<file path="config.mk">
export PLATFORM = sky130hd
export DESIGN_NAME = command_abbreviation_matcher_flat
export DESIGN_NICKNAME = d
export VERILOG_FILES = /design/src/hdl/cmdabbr_pkg.sv /design/src/hdl/cmdabbr_if.sv /design/src/hdl/cmdabbr_ram.sv /design/src/hdl/cmdabbr_match.sv /design/src/hdl/command_abbreviation_matcher.sv /design/src/flat_wrapper.sv
export SDC_FILE = /design/constraint.sdc
export NUM_CORES = 2
export LEC_CHECK = 0
export BUFFER_PORTS_ARGS = -buffer_cell sky130_fd_sc_hd__buf_4
export CAP_MARGIN = 20
export CORE_MARGIN = 1
export CORE_UTILIZATION = 60
export CTS_BUF_LIST = sky130_fd_sc_hd__clkbuf_4 sky130_fd_sc_hd__clkbuf_8
export DETAILED_ROUTE_END_ITERATION = 10
export GPL_TIMING_DRIVEN = 0
export HOLD_SLACK_MARGIN = 0.15
export PLACE_DENSITY = 0.79
export SLEW_MARGIN = 0
export SYNTH_ARGS = -nofsm -noshare
export SYNTH_HDL_FRONTEND = slang
export SYNTH_SLANG_ARGS = --single-unit
</file>
<file path="constraint.sdc">
create_clock -name clk -period 10.6 [get_ports clk]
set_input_delay 1.06 -clock clk [delete_from_list [all_inputs] [get_ports clk]]
set_output_delay 1.06 -clock clk [all_outputs]
set_load 0.05 [all_outputs]
</file>
<file path="src/hdl/cmdabbr_pkg.sv">
// Shared types and constants of the command abbreviation matcher.
`default_nettype none

package cmdabbr_pkg;

    // Item kinds carried by the command field.
    typedef enum logic {
        CMD_LOAD = 1'b0,
        CMD_LINE = 1'b1
    } cmd_t;

    // Configuration register indexes.
    typedef enum logic {
        REG_MIN_MATCH      = 1'b0,
        REG_ENTRIES_IN_USE = 1'b1
    } reg_index_t;

    localparam int unsigned CFG_DATA_W = 5;

    localparam logic [7:0] CHAR_NUL    = 8'h00;
    localparam logic [7:0] CHAR_BLANK  = 8'h20;
    localparam logic [7:0] CHAR_EQUALS = 8'h3D;
    localparam logic [7:0] CHAR_LOW_A  = 8'h61;
    localparam logic [7:0] CHAR_LOW_Z  = 8'h7A;
    localparam logic [7:0] CASE_OFFSET = 8'h20;
    localparam logic [7:0] RUN_MAX     = 8'hFF;

    typedef struct packed {
        logic [4:0] min_match;
        logic [4:0] entries_in_use;
    } cfg_t;

    typedef struct packed {
        logic [4:0] command_number;
        logic [4:0] match_length;
        logic [7:0] consumed;
    } result_t;

endpackage

`default_nettype wire

</file>
<file path="src/hdl/cmdabbr_if.sv">
// Valid/ready channel interfaces for line items and match results.
`default_nettype none

interface cmdabbr_item_if;
    logic       valid;
    logic       ready;
    logic       command;
    logic [3:0] entry;
    logic [3:0] position;
    logic [7:0] char_code;

    modport source (output valid, command, entry, position, char_code, input ready);
    modport sink   (input valid, command, entry, position, char_code, output ready);
endinterface

interface cmdabbr_result_if;
    logic       valid;
    logic       ready;
    logic [4:0] command_number;
    logic [4:0] match_length;
    logic [7:0] consumed;

    modport source (output valid, command_number, match_length, consumed, input ready);
    modport sink   (input valid, command_number, match_length, consumed, output ready);
endinterface

`default_nettype wire

</file>
<file path="src/hdl/cmdabbr_ram.sv">
// Generic single-port-write, registered-read RAM with a bit write mask.
`default_nettype none

module cmdabbr_ram #(
    parameter int unsigned WIDTH = 8,
    parameter int unsigned DEPTH = 16
) (
    input  wire logic                             clk,
    input  wire logic                             we,
    input  wire logic [$clog2(DEPTH)-1:0]         waddr,
    input  wire logic [WIDTH-1:0]                 wmask,
    input  wire logic [WIDTH-1:0]                 wdata,
    input  wire logic                             re,
    input  wire logic [$clog2(DEPTH)-1:0]         raddr,
    output logic      [WIDTH-1:0]                 rdata
);

    logic [WIDTH-1:0] mem [DEPTH];

    always_ff @(posedge clk)
    begin
        if (we)
        begin
            mem[waddr] <= (mem[waddr] & ~wmask) | (wdata & wmask);
        end
        if (re)
        begin
            rdata <= mem[raddr];
        end
    end

endmodule

`default_nettype wire

</file>
<file path="src/hdl/cmdabbr_match.sv">
// Compare stage: per-entry character compare and the line match state.
`default_nettype none

module cmdabbr_match #(
    parameter int unsigned NUM_ENTRIES = 16,
    parameter int unsigned ENTRY_LEN   = 16
) (
    input  wire logic                                  clk,
    input  wire logic                                  rst_n,
    input  wire logic                                  step,
    input  wire logic [7:0]                            char_code,
    input  wire logic [$clog2(ENTRY_LEN+1)-1:0]        pos,
    input  wire logic [NUM_ENTRIES*8-1:0]              row,
    input  wire cmdabbr_pkg::cfg_t                     cfg,
    output cmdabbr_pkg::result_t                       res
);
    import cmdabbr_pkg::*;

    localparam int unsigned PW = $clog2(ENTRY_LEN + 1);
    localparam int unsigned EW = $clog2(NUM_ENTRIES + 1);

    logic [NUM_ENTRIES-1:0] active_reg, active_next;
    logic [PW-1:0]          best_len_reg, best_len_next;
    logic [EW-1:0]          best_entry_reg, best_entry_next;
    logic [7:0]             run_reg, run_next;
    logic                   counting_reg, counting_next;

    logic [NUM_ENTRIES-1:0] fin;
    logic [EW-1:0]          first_idx;
    logic [7:0]             c_up;
    logic                   stop_ok;
    logic                   pos_in;
    logic                   qual;
    logic                   hit;
    logic [8:0]             total;

    always_comb
    begin
        c_up    = (char_code >= CHAR_LOW_A && char_code <= CHAR_LOW_Z)
                  ? char_code - CASE_OFFSET : char_code;
        stop_ok = (char_code == CHAR_NUL) || (char_code == CHAR_BLANK)
                  || (char_code == CHAR_EQUALS);
        pos_in  = pos < PW'(ENTRY_LEN);
        for (int i = 0; i < NUM_ENTRIES; i++)
        begin
            logic [7:0] t;
            t = pos_in ? row[i*8 +: 8] : CHAR_NUL;
            fin[i] = (7'(i) < {2'b00, cfg.entries_in_use}) && active_reg[i]
                     && ((t == CHAR_NUL) || (c_up != t));
        end
        // Lowest finishing entry wins a tie.
        first_idx = '0;
        for (int i = NUM_ENTRIES - 1; i >= 0; i--)
        begin
            if (fin[i])
            begin
                first_idx = EW'(i);
            end
        end
        qual = stop_ok && (8'(pos) >= 8'(cfg.min_match)) && (pos > best_len_reg);
        hit  = qual && (|fin);

        active_next     = active_reg & ~fin;
        best_len_next   = hit ? pos : best_len_reg;
        best_entry_next = hit ? first_idx + EW'(1) : best_entry_reg;

        if (hit || pos == '0)
        begin
            counting_next = (char_code == CHAR_BLANK);
            run_next      = counting_next ? 8'd1 : 8'd0;
        end
        else if (counting_reg && char_code == CHAR_BLANK)
        begin
            counting_next = 1'b1;
            run_next      = (run_reg == RUN_MAX) ? run_reg : run_reg + 8'd1;
        end
        else
        begin
            counting_next = 1'b0;
            run_next      = run_reg;
        end

        total = 9'(best_len_next) + {1'b0, run_next};
        res.command_number = 5'(best_entry_next);
        res.match_length   = 5'(best_len_next);
        res.consumed       = total[8] ? RUN_MAX : total[7:0];
    end

    always_ff @(posedge clk or negedge rst_n)
    begin
        if (!rst_n)
        begin
            active_reg     <= '1;
            best_len_reg   <= '0;
            best_entry_reg <= '0;
            run_reg        <= '0;
            counting_reg   <= 1'b0;
        end
        else if (step)
        begin
            if (char_code == CHAR_NUL)
            begin
                active_reg     <= '1;
                best_len_reg   <= '0;
                best_entry_reg <= '0;
                run_reg        <= '0;
                counting_reg   <= 1'b0;
            end
            else
            begin
                active_reg     <= active_next;
                best_len_reg   <= best_len_next;
                best_entry_reg <= best_entry_next;
                run_reg        <= run_next;
                counting_reg   <= counting_next;
            end
        end
    end

endmodule

`default_nettype wire

</file>
<file path="src/hdl/command_abbreviation_matcher.sv">
// Top level of the command abbreviation matcher.
//
//   Channel   Dir  Payload                                        Transfer rule
//   item      in   command, entry, position, char_code            valid & ready
//   result    out  command_number, match_length, consumed         valid & ready
//   cfg       in   cfg_index, cfg_data                            cfg_we
//
// One item is taken per cycle while the input is not stalled. A result enters the
// output register when the zero character that ends the line retires from the
// compare stage; the row of the table memory is read while that character is held there.
// The table is kept as one memory row per character position, holding that
// character of every entry, so one read feeds all entry compares at once.
// Reset clears the line state and the registers; the table contents stay
// undefined until written, and there is no clearing pass.
// The input stalls only while a line end sits in the compare stage and the
// previous result has not yet been taken from the output register.
`default_nettype none

module command_abbreviation_matcher #(
    parameter int unsigned NUM_ENTRIES = 16,
    parameter int unsigned ENTRY_LEN   = 16
) (
    input  wire logic                                   clk,
    input  wire logic                                   rst_n,
    cmdabbr_item_if.sink                                item,
    cmdabbr_result_if.source                            result,
    input  wire logic                                   cfg_we,
    input  wire logic                                   cfg_index,
    input  wire logic [cmdabbr_pkg::CFG_DATA_W-1:0]     cfg_data
);
    import cmdabbr_pkg::*;

    localparam int unsigned RW = NUM_ENTRIES * 8;
    localparam int unsigned AW = $clog2(ENTRY_LEN);
    localparam int unsigned PW = $clog2(ENTRY_LEN + 1);

    // Configuration registers.
    cfg_t cfg_reg;

    always_ff @(posedge clk or negedge rst_n)
    begin
        if (!rst_n)
        begin
            cfg_reg <= '0;
        end
        else if (cfg_we)
        begin
            unique case (reg_index_t'(cfg_index))
                REG_MIN_MATCH:      cfg_reg.min_match      <= cfg_data;
                REG_ENTRIES_IN_USE: cfg_reg.entries_in_use <= cfg_data;
                default:            cfg_reg                <= cfg_reg;
            endcase
        end
    end

    // Issue stage: table writes go straight to memory; a line character
    // launches the read of its row. The position is tracked here so that the
    // next character can issue without waiting for the compare stage.
    logic          item_fire;
    logic          line_fire;
    logic          load_fire;
    logic [PW-1:0] pos_issue_reg;
    logic [RW-1:0] wmask;
    logic [RW-1:0] row;

    assign item_fire = item.valid && item.ready;
    assign line_fire = item_fire && (cmd_t'(item.command) == CMD_LINE);
    assign load_fire = item_fire && (cmd_t'(item.command) == CMD_LOAD)
                       && (7'(item.entry) < 7'(NUM_ENTRIES))
                       && (7'(item.position) < 7'(ENTRY_LEN));

    always_comb
    begin
        for (int l = 0; l < NUM_ENTRIES; l++)
        begin
            wmask[l*8 +: 8] = (7'(item.entry) == 7'(l)) ? 8'hFF : 8'h00;
        end
    end

    always_ff @(posedge clk or negedge rst_n)
    begin
        if (!rst_n)
        begin
            pos_issue_reg <= '0;
        end
        else if (line_fire)
        begin
            if (item.char_code == CHAR_NUL)
            begin
                pos_issue_reg <= '0;
            end
            else if (pos_issue_reg < PW'(ENTRY_LEN))
            begin
                pos_issue_reg <= pos_issue_reg + PW'(1);
            end
        end
    end

    cmdabbr_ram #(
        .WIDTH (RW),
        .DEPTH (ENTRY_LEN)
    ) u_table (
        .clk   (clk),
        .we    (load_fire),
        .waddr (AW'(item.position)),
        .wmask (wmask),
        .wdata ({NUM_ENTRIES{item.char_code}}),
        .re    (line_fire),
        .raddr (AW'(pos_issue_reg)),
        .rdata (row)
    );

    // Compare stage. It holds one line character while its row is read; it
    // retires unless it ends the line and the output register holds a result that is not being taken.
    logic          s1_valid_reg;
    logic [7:0]    s1_char_reg;
    logic [PW-1:0] s1_pos_reg;
    logic          s1_term;
    logic          s1_done;
    logic          res_valid_reg;
    result_t       res_reg;
    result_t       res_now;

    assign s1_term    = (s1_char_reg == CHAR_NUL);
    assign s1_done    = s1_valid_reg && (!s1_term || !res_valid_reg || result.ready);
    assign item.ready = !s1_valid_reg || s1_done;

    always_ff @(posedge clk or negedge rst_n)
    begin
        if (!rst_n)
        begin
            s1_valid_reg <= 1'b0;
        end
        else if (item.ready)
        begin
            s1_valid_reg <= line_fire;
        end
    end

    always_ff @(posedge clk)
    begin
        if (line_fire)
        begin
            s1_char_reg <= item.char_code;
            s1_pos_reg  <= pos_issue_reg;
        end
    end

    cmdabbr_match #(
        .NUM_ENTRIES (NUM_ENTRIES),
        .ENTRY_LEN   (ENTRY_LEN)
    ) u_match (
        .clk       (clk),
        .rst_n     (rst_n),
        .step      (s1_done),
        .char_code (s1_char_reg),
        .pos       (s1_pos_reg),
        .row       (row),
        .cfg       (cfg_reg),
        .res       (res_now)
    );

    // Output register: the finished result waits here for its transfer.
    always_ff @(posedge clk or negedge rst_n)
    begin
        if (!rst_n)
        begin
            res_valid_reg <= 1'b0;
        end
        else if (s1_done && s1_term)
        begin
            res_valid_reg <= 1'b1;
        end
        else if (result.ready)
        begin
            res_valid_reg <= 1'b0;
        end
    end

    always_ff @(posedge clk)
    begin
        if (s1_done && s1_term)
        begin
            res_reg <= res_now;
        end
    end

    assign result.valid          = res_valid_reg;
    assign result.command_number = res_reg.command_number;
    assign result.match_length   = res_reg.match_length;
    assign result.consumed       = res_reg.consumed;

endmodule

`default_nettype wire

</file>
<file path="src/flat_wrapper.sv">
// flat-port wrapper written by rule: the top's interface ports become plain ports
module command_abbreviation_matcher_flat import cmdabbr_pkg::*;
#(
    parameter int unsigned NUM_ENTRIES = 16,
    parameter int unsigned ENTRY_LEN   = 16
)
  (clk, rst_n, cfg_we, cfg_index, cfg_data, item_valid, item_command, item_entry, item_position, item_char_code, item_ready, result_valid, result_command_number, result_match_length, result_consumed, result_ready);
  cmdabbr_item_if item_i ();
  cmdabbr_result_if result_i ();
  input  wire logic clk;
  input  wire logic rst_n;
  input  wire logic cfg_we;
  input  wire logic cfg_index;
  input  wire logic [cmdabbr_pkg::CFG_DATA_W-1:0] cfg_data;
  input wire logic [$bits(item_i.valid)-1:0] item_valid;
  input wire logic [$bits(item_i.command)-1:0] item_command;
  input wire logic [$bits(item_i.entry)-1:0] item_entry;
  input wire logic [$bits(item_i.position)-1:0] item_position;
  input wire logic [$bits(item_i.char_code)-1:0] item_char_code;
  output wire logic [$bits(item_i.ready)-1:0] item_ready;
  output wire logic [$bits(result_i.valid)-1:0] result_valid;
  output wire logic [$bits(result_i.command_number)-1:0] result_command_number;
  output wire logic [$bits(result_i.match_length)-1:0] result_match_length;
  output wire logic [$bits(result_i.consumed)-1:0] result_consumed;
  input wire logic [$bits(result_i.ready)-1:0] result_ready;
  assign item_i.valid = item_valid;
  assign item_i.command = item_command;
  assign item_i.entry = item_entry;
  assign item_i.position = item_position;
  assign item_i.char_code = item_char_code;
  assign item_ready = item_i.ready;
  assign result_valid = result_i.valid;
  assign result_command_number = result_i.command_number;
  assign result_match_length = result_i.match_length;
  assign result_consumed = result_i.consumed;
  assign result_i.ready = result_ready;
  command_abbreviation_matcher #(.NUM_ENTRIES(NUM_ENTRIES), .ENTRY_LEN(ENTRY_LEN)) u_core (.clk(clk), .rst_n(rst_n), .item(item_i), .result(result_i), .cfg_we(cfg_we), .cfg_index(cfg_index), .cfg_data(cfg_data));
endmodule
</file>
Word level (Yosys, flattened, before mapping)
Memories as Yosys holds them, arrays and structs flattened. A register that Yosys moved wholly into a read port is not among the register bits. Cells that the tools add are included.

Multiplexer cells: 68. Shifts and indexed selects: 0. Bitwise gates (word level): 8. Order comparisons: 22. Reduce and logical (&&, ||, !) cells: 93. Add/subtract/negate cells: 5. Equal/unequal tests: 34. Multipliers: 0. Div/mod/pow operators: 0.

Operator list (count): 8-bit 2-to-1 mux (37); 128-bit bitwise AND (2); 8-bit logical NOT (18); 8-bit inequality test (16); 128-bit inverter (1); 128-bit OR (1); 5-bit 2-to-1 mux (20); 1-bit logical AND (42); 4-bit by 5-bit < comparator with 1-bit output (first input constant) (8); 4-bit == test (second input constant) (8); 1-bit logical OR (22); 3-bit by 5-bit < comparator with 1-bit output (first input constant) (4); 16-bit bitwise AND (1); 4-bit by 3-bit == test with 1-bit output (second input constant) (4); 8-bit by 6-bit == test with 1-bit output (second input constant) (2); 16-bit 2-to-1 mux (1); 16-bit inverter (1); 16-bit OR reduction (1); 5-bit by 1-bit adder with 5-bit output (second input constant) (2); 1-bit by 5-bit < comparator with 1-bit output (first input constant) (2); 2-bit by 5-bit < comparator with 1-bit output (first input constant) (2); 5-bit < comparator (second input constant) (2); 5-bit by 8-bit adder with 9-bit output (1); 8-bit by 1-bit adder with 8-bit output (second input constant) (1); 16 further kinds (31).

Word-level logic and storage cells: 246. Bits in writable memories: 2048. Output and inout port bits: 20. Memory bits (read-only): 0. Bits in registers: 83. Memories: 1. Bits in latches: 0. Bits of input ports: 28.

Memory list: u_core.u_table.mem (depth 16, width 128, rd ports 2, clocked after memory_dff 1, write ports 1, line cmdabbr_ram.sv:18) `logic [WIDTH-1:0] mem [DEPTH];`.

Logic depth before layout (Yosys ltp)
Depth in word-level cells: 25. Gate-level depth with buffers: 27. Depth with buffers taken out: 22.

Modules after synthesis
A second synthesis with hierarchy kept.

Cells, all modules: 6214. Area, all modules: 106483.4 sq um.

By module, submodules not included: cmdabbr_ram (area an instance 98451.9 sq um, seq. area each 65342.7 sq um, cells each 5228, instances 1); cmdabbr_match (area an instance 6188.4 sq um, seq. area each 895.9 sq um, cells each 867, instances 1); command_abbreviation_matcher (area an instance 1843.0 sq um, seq. area each 1356.3 sq um, cells each 119, instances 1).

Worst setup path after synthesis
OpenSTA, ideal clock, no wires.

Path kind: input -> register. From: input result_ready. To: memory u_core.u_table.mem[0][0] (netlist bit), enable pin. Data required time: 9.828 ns. Library setup time: 0.772 ns. Stages on the path: 6. Setup slack: -1.059 ns. Arrival time: 10.887 ns. Buffers on the path: 0. Cells stage by stage: nand2b_1 nor2_1 nand2_1 nand3b_1 or3_1 nor3_1.

Cells in the longest elaborated chain, start to end: 7.

RTL lines: start: declaration (line flat_wrapper.sv:25) `input wire logic [$bits(result_i.ready)-1:0] result_ready;`; 1-bit logical OR (line command_abbreviation_matcher.sv:125) `assign s1_done = s1_valid_reg && (!s1_term || !res_valid_reg || result.ready);`; 1-bit logical AND (line command_abbreviation_matcher.sv:125); 1-bit logical OR (line command_abbreviation_matcher.sv:126) `assign item.ready = !s1_valid_reg || s1_done;`; net item_ready (line flat_wrapper.sv:20) `output wire logic [$bits(item_i.ready)-1:0] item_ready;`; 1-bit logical AND (line command_abbreviation_matcher.sv:66) `assign item_fire = item.valid && item.ready;`; 1-bit logical AND (line command_abbreviation_matcher.sv:68) `assign load_fire = item_fire && (cmd_t'(item.command) == CMD_LOAD)`; 1-bit 2-to-1 mux (line cmdabbr_ram.sv:22) `if (we)`; 1-bit 2-to-1 mux (implied by the code) (line cmdabbr_ram.sv:24) `mem[waddr] <= (mem[waddr] & ~wmask) | (wdata & wmask);`; end: declaration (line cmdabbr_ram.sv:18).

The timed path passes the listed nets, and every way through them passes these cells.

Worst setup path after layout
From: register u_core.s1_pos_reg[4]. To: register u_core.res_reg, in the netlist u_core.result.consumed[5] (data pin).

Cells in the longest elaborated chain, start to end: 10. Elaborated cells between the ends (all ways): 92. Those cells by class: add/sub: 1; order compare: 3; eq/ne: 16; mux: 18; reduce/logical: 54.

RTL lines: start: declaration (line command_abbreviation_matcher.sv:117) `logic [PW-1:0] s1_pos_reg;`; start signal: assignment (line command_abbreviation_matcher.sv:145) `s1_pos_reg <= pos_issue_reg;`; 5-bit < comparator (line cmdabbr_match.sv:43) `pos_in = pos < PW'(ENTRY_LEN);`; 8-bit 2-to-1 mux (line cmdabbr_match.sv:47) `t = pos_in ? row[i*8 +: 8] : CHAR_NUL;`; 8-bit inequality test or 8-bit logical NOT (tied branches) (line cmdabbr_match.sv:49) `&& ((t == CHAR_NUL) || (c_up != t));`; 1-bit logical OR (line cmdabbr_match.sv:49); 1-bit logical AND (line cmdabbr_match.sv:49); 16-bit OR reduction (line cmdabbr_match.sv:61) `hit = qual && (|fin);`; 1-bit logical AND (line cmdabbr_match.sv:61); 1-bit logical OR (line cmdabbr_match.sv:67) `if (hit || pos == '0)`; 8-bit 2-to-1 mux (line cmdabbr_match.sv:67); 5-bit by 8-bit adder with 9-bit output (*) (line cmdabbr_match.sv:83) `total = 9'(best_len_next) + {1'b0, run_next};`; end signal: assignment (line command_abbreviation_matcher.sv:184) `res_reg <= res_now;`; end: declaration (line command_abbreviation_matcher.sv:121) `result_t res_reg;`.

Every way passes the cells marked *; elsewhere a longest branch is shown, timed or not. A chain may end at the register's enable or synchronous reset.

==> summary.md <==
| Metric | Value |
|---|---|
| Outcome | `completed` |
| Max reg flops | `2048` |
| Post-synth EDFFs | `2207` |
| Synth Flop Type | `edfxtp_1` |
| Final Hold Viols | `0` |
| CP arrival | `7.66 ns` |
| Slowest CP cell | `edfxtp_1` |
| Worst reg2reg setup slack | `3.74 ns` |
| Antenna violations before repair | `27` |
| Final Slew Violations | `0` |
| Seq/Total Area, Yosys | `0.6479` |
| Gr usage total | `0.3767` |
| Initial Util | `0.6061` |
| Setup Buffers After CTS | `0` |
| Crit-path max FO | `10` |
| Clk_lat worst skew | `1.14 ns` |
| Worst endpoint required time | `11.39 ns` |
| Clock tree root driver cell | `clkbuf_8` |
| Clk buf depth | `4` |
| TritonCTS clock tree | `built` |
| Pwr Total | `24.89 mW` |
| Worst-path cell chain | `clkbuf_1 -> clkbuf_1 -> o22ai_1 -> nor4_1 -> a31o_2 -> nand2_1 -> and4bb_1 -> a21oi_4 -> buf_6 -> buf_4 -> nor3_1 -> a21oi_1 -> ha_1 -> fa_1 -> a21o_1 -> a21oi_1 -> inv_1 -> a21oi_1 -> nor2_1 -> nor4b_2 -> or3_1` |
| Vias | `61.95k` |
| End of the critical path | `u_core.result.consumed[5]` |
| Vias per inst | `7.662` |
| Initial DRC count | `10.72k` |
| Final worst-path cycle share | `0.6476` |
| IO Port Bufs | `39` |
| Pleak | `37.76 nW` |
| Final core utilization | `0.6971` |
| Met2 GRT Util | `0.5687` |
| Synth Area per Inst | `21.79 µm²` |
| Largest stage delay, worst path | `0.77 ns` |
| CTS clk-pin slew, worst paths | `0.07 ns` |
| WP buf/inv | `5` |
| CTS buffer count | `371` |
| Min Hold Slack | `0.2749 ns` |
| Core Area | `172100 µm²` |
| Synth unique cells | `90` |
| Top Usage Layer GRT | `met2` |
| CP top delay family | `simple AND/OR/NAND/NOR gates` |
| IO Count | `48` |
| CP Class | `reg2reg` |
| Worst slew pin tran | `1.230 ns` |
| Die Y | `419.0 µm` |
| Clock period minus worst slack | `6.865 ns` |
| Endpoints failing setup | `0` |
| Vias in the first global route | `61.81k` |
| Rel. slew slack | `0.1797` |
| Largest net degree at the start of global routing | `89` |
| Fill count | `9888` |
| Pwr per Cell Area | `207.4 nW/µm²` |
| Grt ovf | `0` |
| First-pass GRT wire length | `454500 µm` |
| DIE WIDTH | `419.0 µm` |
| Endpoint class of the critical path | `register` |
| Worst R2R Start | `u_core.s1_pos_reg[4]` |
| Syn Inst Count | `4787` |
| Die area | `175500 µm²` |
| TNS Setup | `0 ns` |
| Cell area after synthesis | `104300 µm²` |
| GP Congestion | `0.9705` |
| Fin nets | `5535` |
| Syn. warnings | `0` |
| Max VDD drop | `0.0001275 V` |
| Crit path depth | `21` |
| Most frequent CP cell | `a21oi_1` |
| Ys async rst share | `0.02302` |
| Met1 Use GR | `0.4836` |
| Ratio of cells with drive above 1 in the final layout | `0.4187` |
| Resized cells post-CTS | `0` |
| Worst hold path class | `in2reg` |
| Grt met3 use | `0.1133` |
| HPWL after DPL | `214900 µm` |
| CTS sink cnt | `2259` |
| Residual DRC | `0` |
| Critical Path Start | `u_core.s1_pos_reg[4]` |
| Drt first pass iters | `7` |
| Rows | `152` |
| Hold-fix buffers at CTS | `1` |
| Max Clk Rate | `0.1457 GHz` |
| # H-tree levels | `5` |
| Area Growth Syn to Fin | `15.00%` |
| Average wire per standard cell | `40.14 µm` |
| Number of synthesized register bits | `2259` |
| Max-cap violation count | `0` |
| Reg2reg path depth | `21` |
| Routed WL | `324500 µm` |
| Unrepaired setup endpoints after global routing | `no` |
| Detail Route Antenna Nets | `0` |
| Critical Path Source Type | `register` |
| Synthesized net count | `4836` |
| Clock Skew | `0.1052 ns` |
| Worst r2r dst | `u_core.result.consumed[5]` |
-- power breakdown --
part | internal [mW] | switching [mW]
sequential | 10.4 | 0.216
clock | 3.94 | 3.48
combinational | 3.07 | 3.81
-- placed cells by master (no fill, tap or decap), types with 15 or more instances in the layout --
| master | instances |
|---|---|
| ha_1 | 20 |
| xor2_1 | 26 |
| clkinv_1 | 93 |
| nor2b_1 | 40 |
| nand3_1 | 27 |
| clkbuf_8 | 380 |
| clkinv_2 | 37 |
| buf_12 | 75 |
| a21oi_1 | 26 |
| inv_1 | 26 |
| diode_2 | 29 |
| edfxtp_1 | 2207 |
| buf_16 | 56 |
| nand2b_1 | 24 |
| nand2_1 | 95 |
| buf_8 | 127 |
| dfrtp_1 | 36 |
| clkbuf_4 | 106 |
| buf_4 | 49 |
| xnor2_1 | 64 |
| nor4_1 | 24 |
| mux2_2 | 139 |
| buf_1 | 89 |
| clkbuf_2 | 20 |
| mux4_2 | 1280 |
| buf_6 | 27 |
| clkbuf_1 | 215 |
| buf_2 | 17 |
| dfstp_2 | 16 |
| o21ai_0 | 58 |
| nor3_1 | 28 |
| a31oi_1 | 15 |
| nor2_1 | 53 |
-- metal layers --
metal  wire length, µm  vias to the layer above
met4             22480                       26
met1            104100                    32045
met3             45810                     1230
met2            151900                     6006
met5               195                        -
li1                  -                    22644
-- worst min-delay path, stage by stage --
cell	delay [ns]
buf_4	0.13
nand2_1	0.06
o21ai_0	0.06
-- kinds of logic after synthesis --
| group | count (synthesis) | synth area share |
|---|---|---|
| flops | 2259 | 0.6479 |
| mux | 1428 | 0.2923 |
| simple gates | 390 | 0.01981 |
| buf+inv | 378 | 0.01431 |
| compound gates | 221 | 0.01553 |
| xor+xnor | 90 | 0.007556 |
| fa+ha+maj | 21 | 0.002591 |
-- cells in the mapped netlist, drive strengths merged (26+ instances only) --
cell type / instances / area (µm²)
nand3: 28 / 145.1
o21ai: 60 / 311.5
nand2: 97 / 369.1
mux4: 1280 / 28830
clkbuf: 235 / 882.1
xnor2: 64 / 560.5
xor2: 26 / 227.7
buf: 115 / 505.5
dfrtp: 36 / 900.9
a21oi: 28 / 162.7
nor3: 40 / 210.2
nor2: 66 / 255.2
nor4: 26 / 177.7
edfxtp: 2207 / 66270
mux2: 141 / 1595
nor2b: 40 / 250.2
inv: 28 / 105.1
-- final cells by class --
cell class | instances | area (µm²) | area share
Buffer | 350 | 1413 | 0.01177
Multi-Input combinational cell | 2150 | 35410 | 0.2951
Sequential cell | 2259 | 67590 | 0.5634
Antenna cell | 29 | 72.57 | 0.0006049
Clock buffer | 486 | 6026 | 0.05023
Clock inverter | 147 | 912.1 | 0.007603
Inverter | 28 | 110.1 | 0.0009177
Tap cell | 2310 | 2890 | 0.02409
Timing Repair Buffer | 326 | 5545 | 0.04622
-- through the flow --
stage | cells | setup WS [ns] | instance area [µm²]
after detailed placement | 7371 | 4.076 | 112200
after CTS | 8005 | 4.036 | 119200
final | 8085 | 3.735 | 120000
after global routing | 8063 | 3.454 | 119900
after floorplan | 4787 | 2.379 | 104300
after global placement | 7136 | -7.557 | 107500
-- how the worst min path moves through the flow --
stage | from | to | slack (ns) | cells after the start
after global routing | cfg_data[1] | u_core.cfg_reg[6] | 0.27 | 3
final | cfg_data[3] | u_core.cfg_reg[8] | 0.27 | 3
after floorplan | u_core.pos_issue_reg[2] | u_core.s1_pos_reg[2] | 0.42 | 0
after CTS | cfg_data[3] | u_core.cfg_reg[8] | 0.23 | 3
after detailed placement | u_core.pos_issue_reg[2] | u_core.s1_pos_reg[2] | 0.44 | 0
after global placement | u_core.pos_issue_reg[2] | u_core.s1_pos_reg[2] | 0.43 | 0
Note: power is estimated with default switching activity, not from simulation.
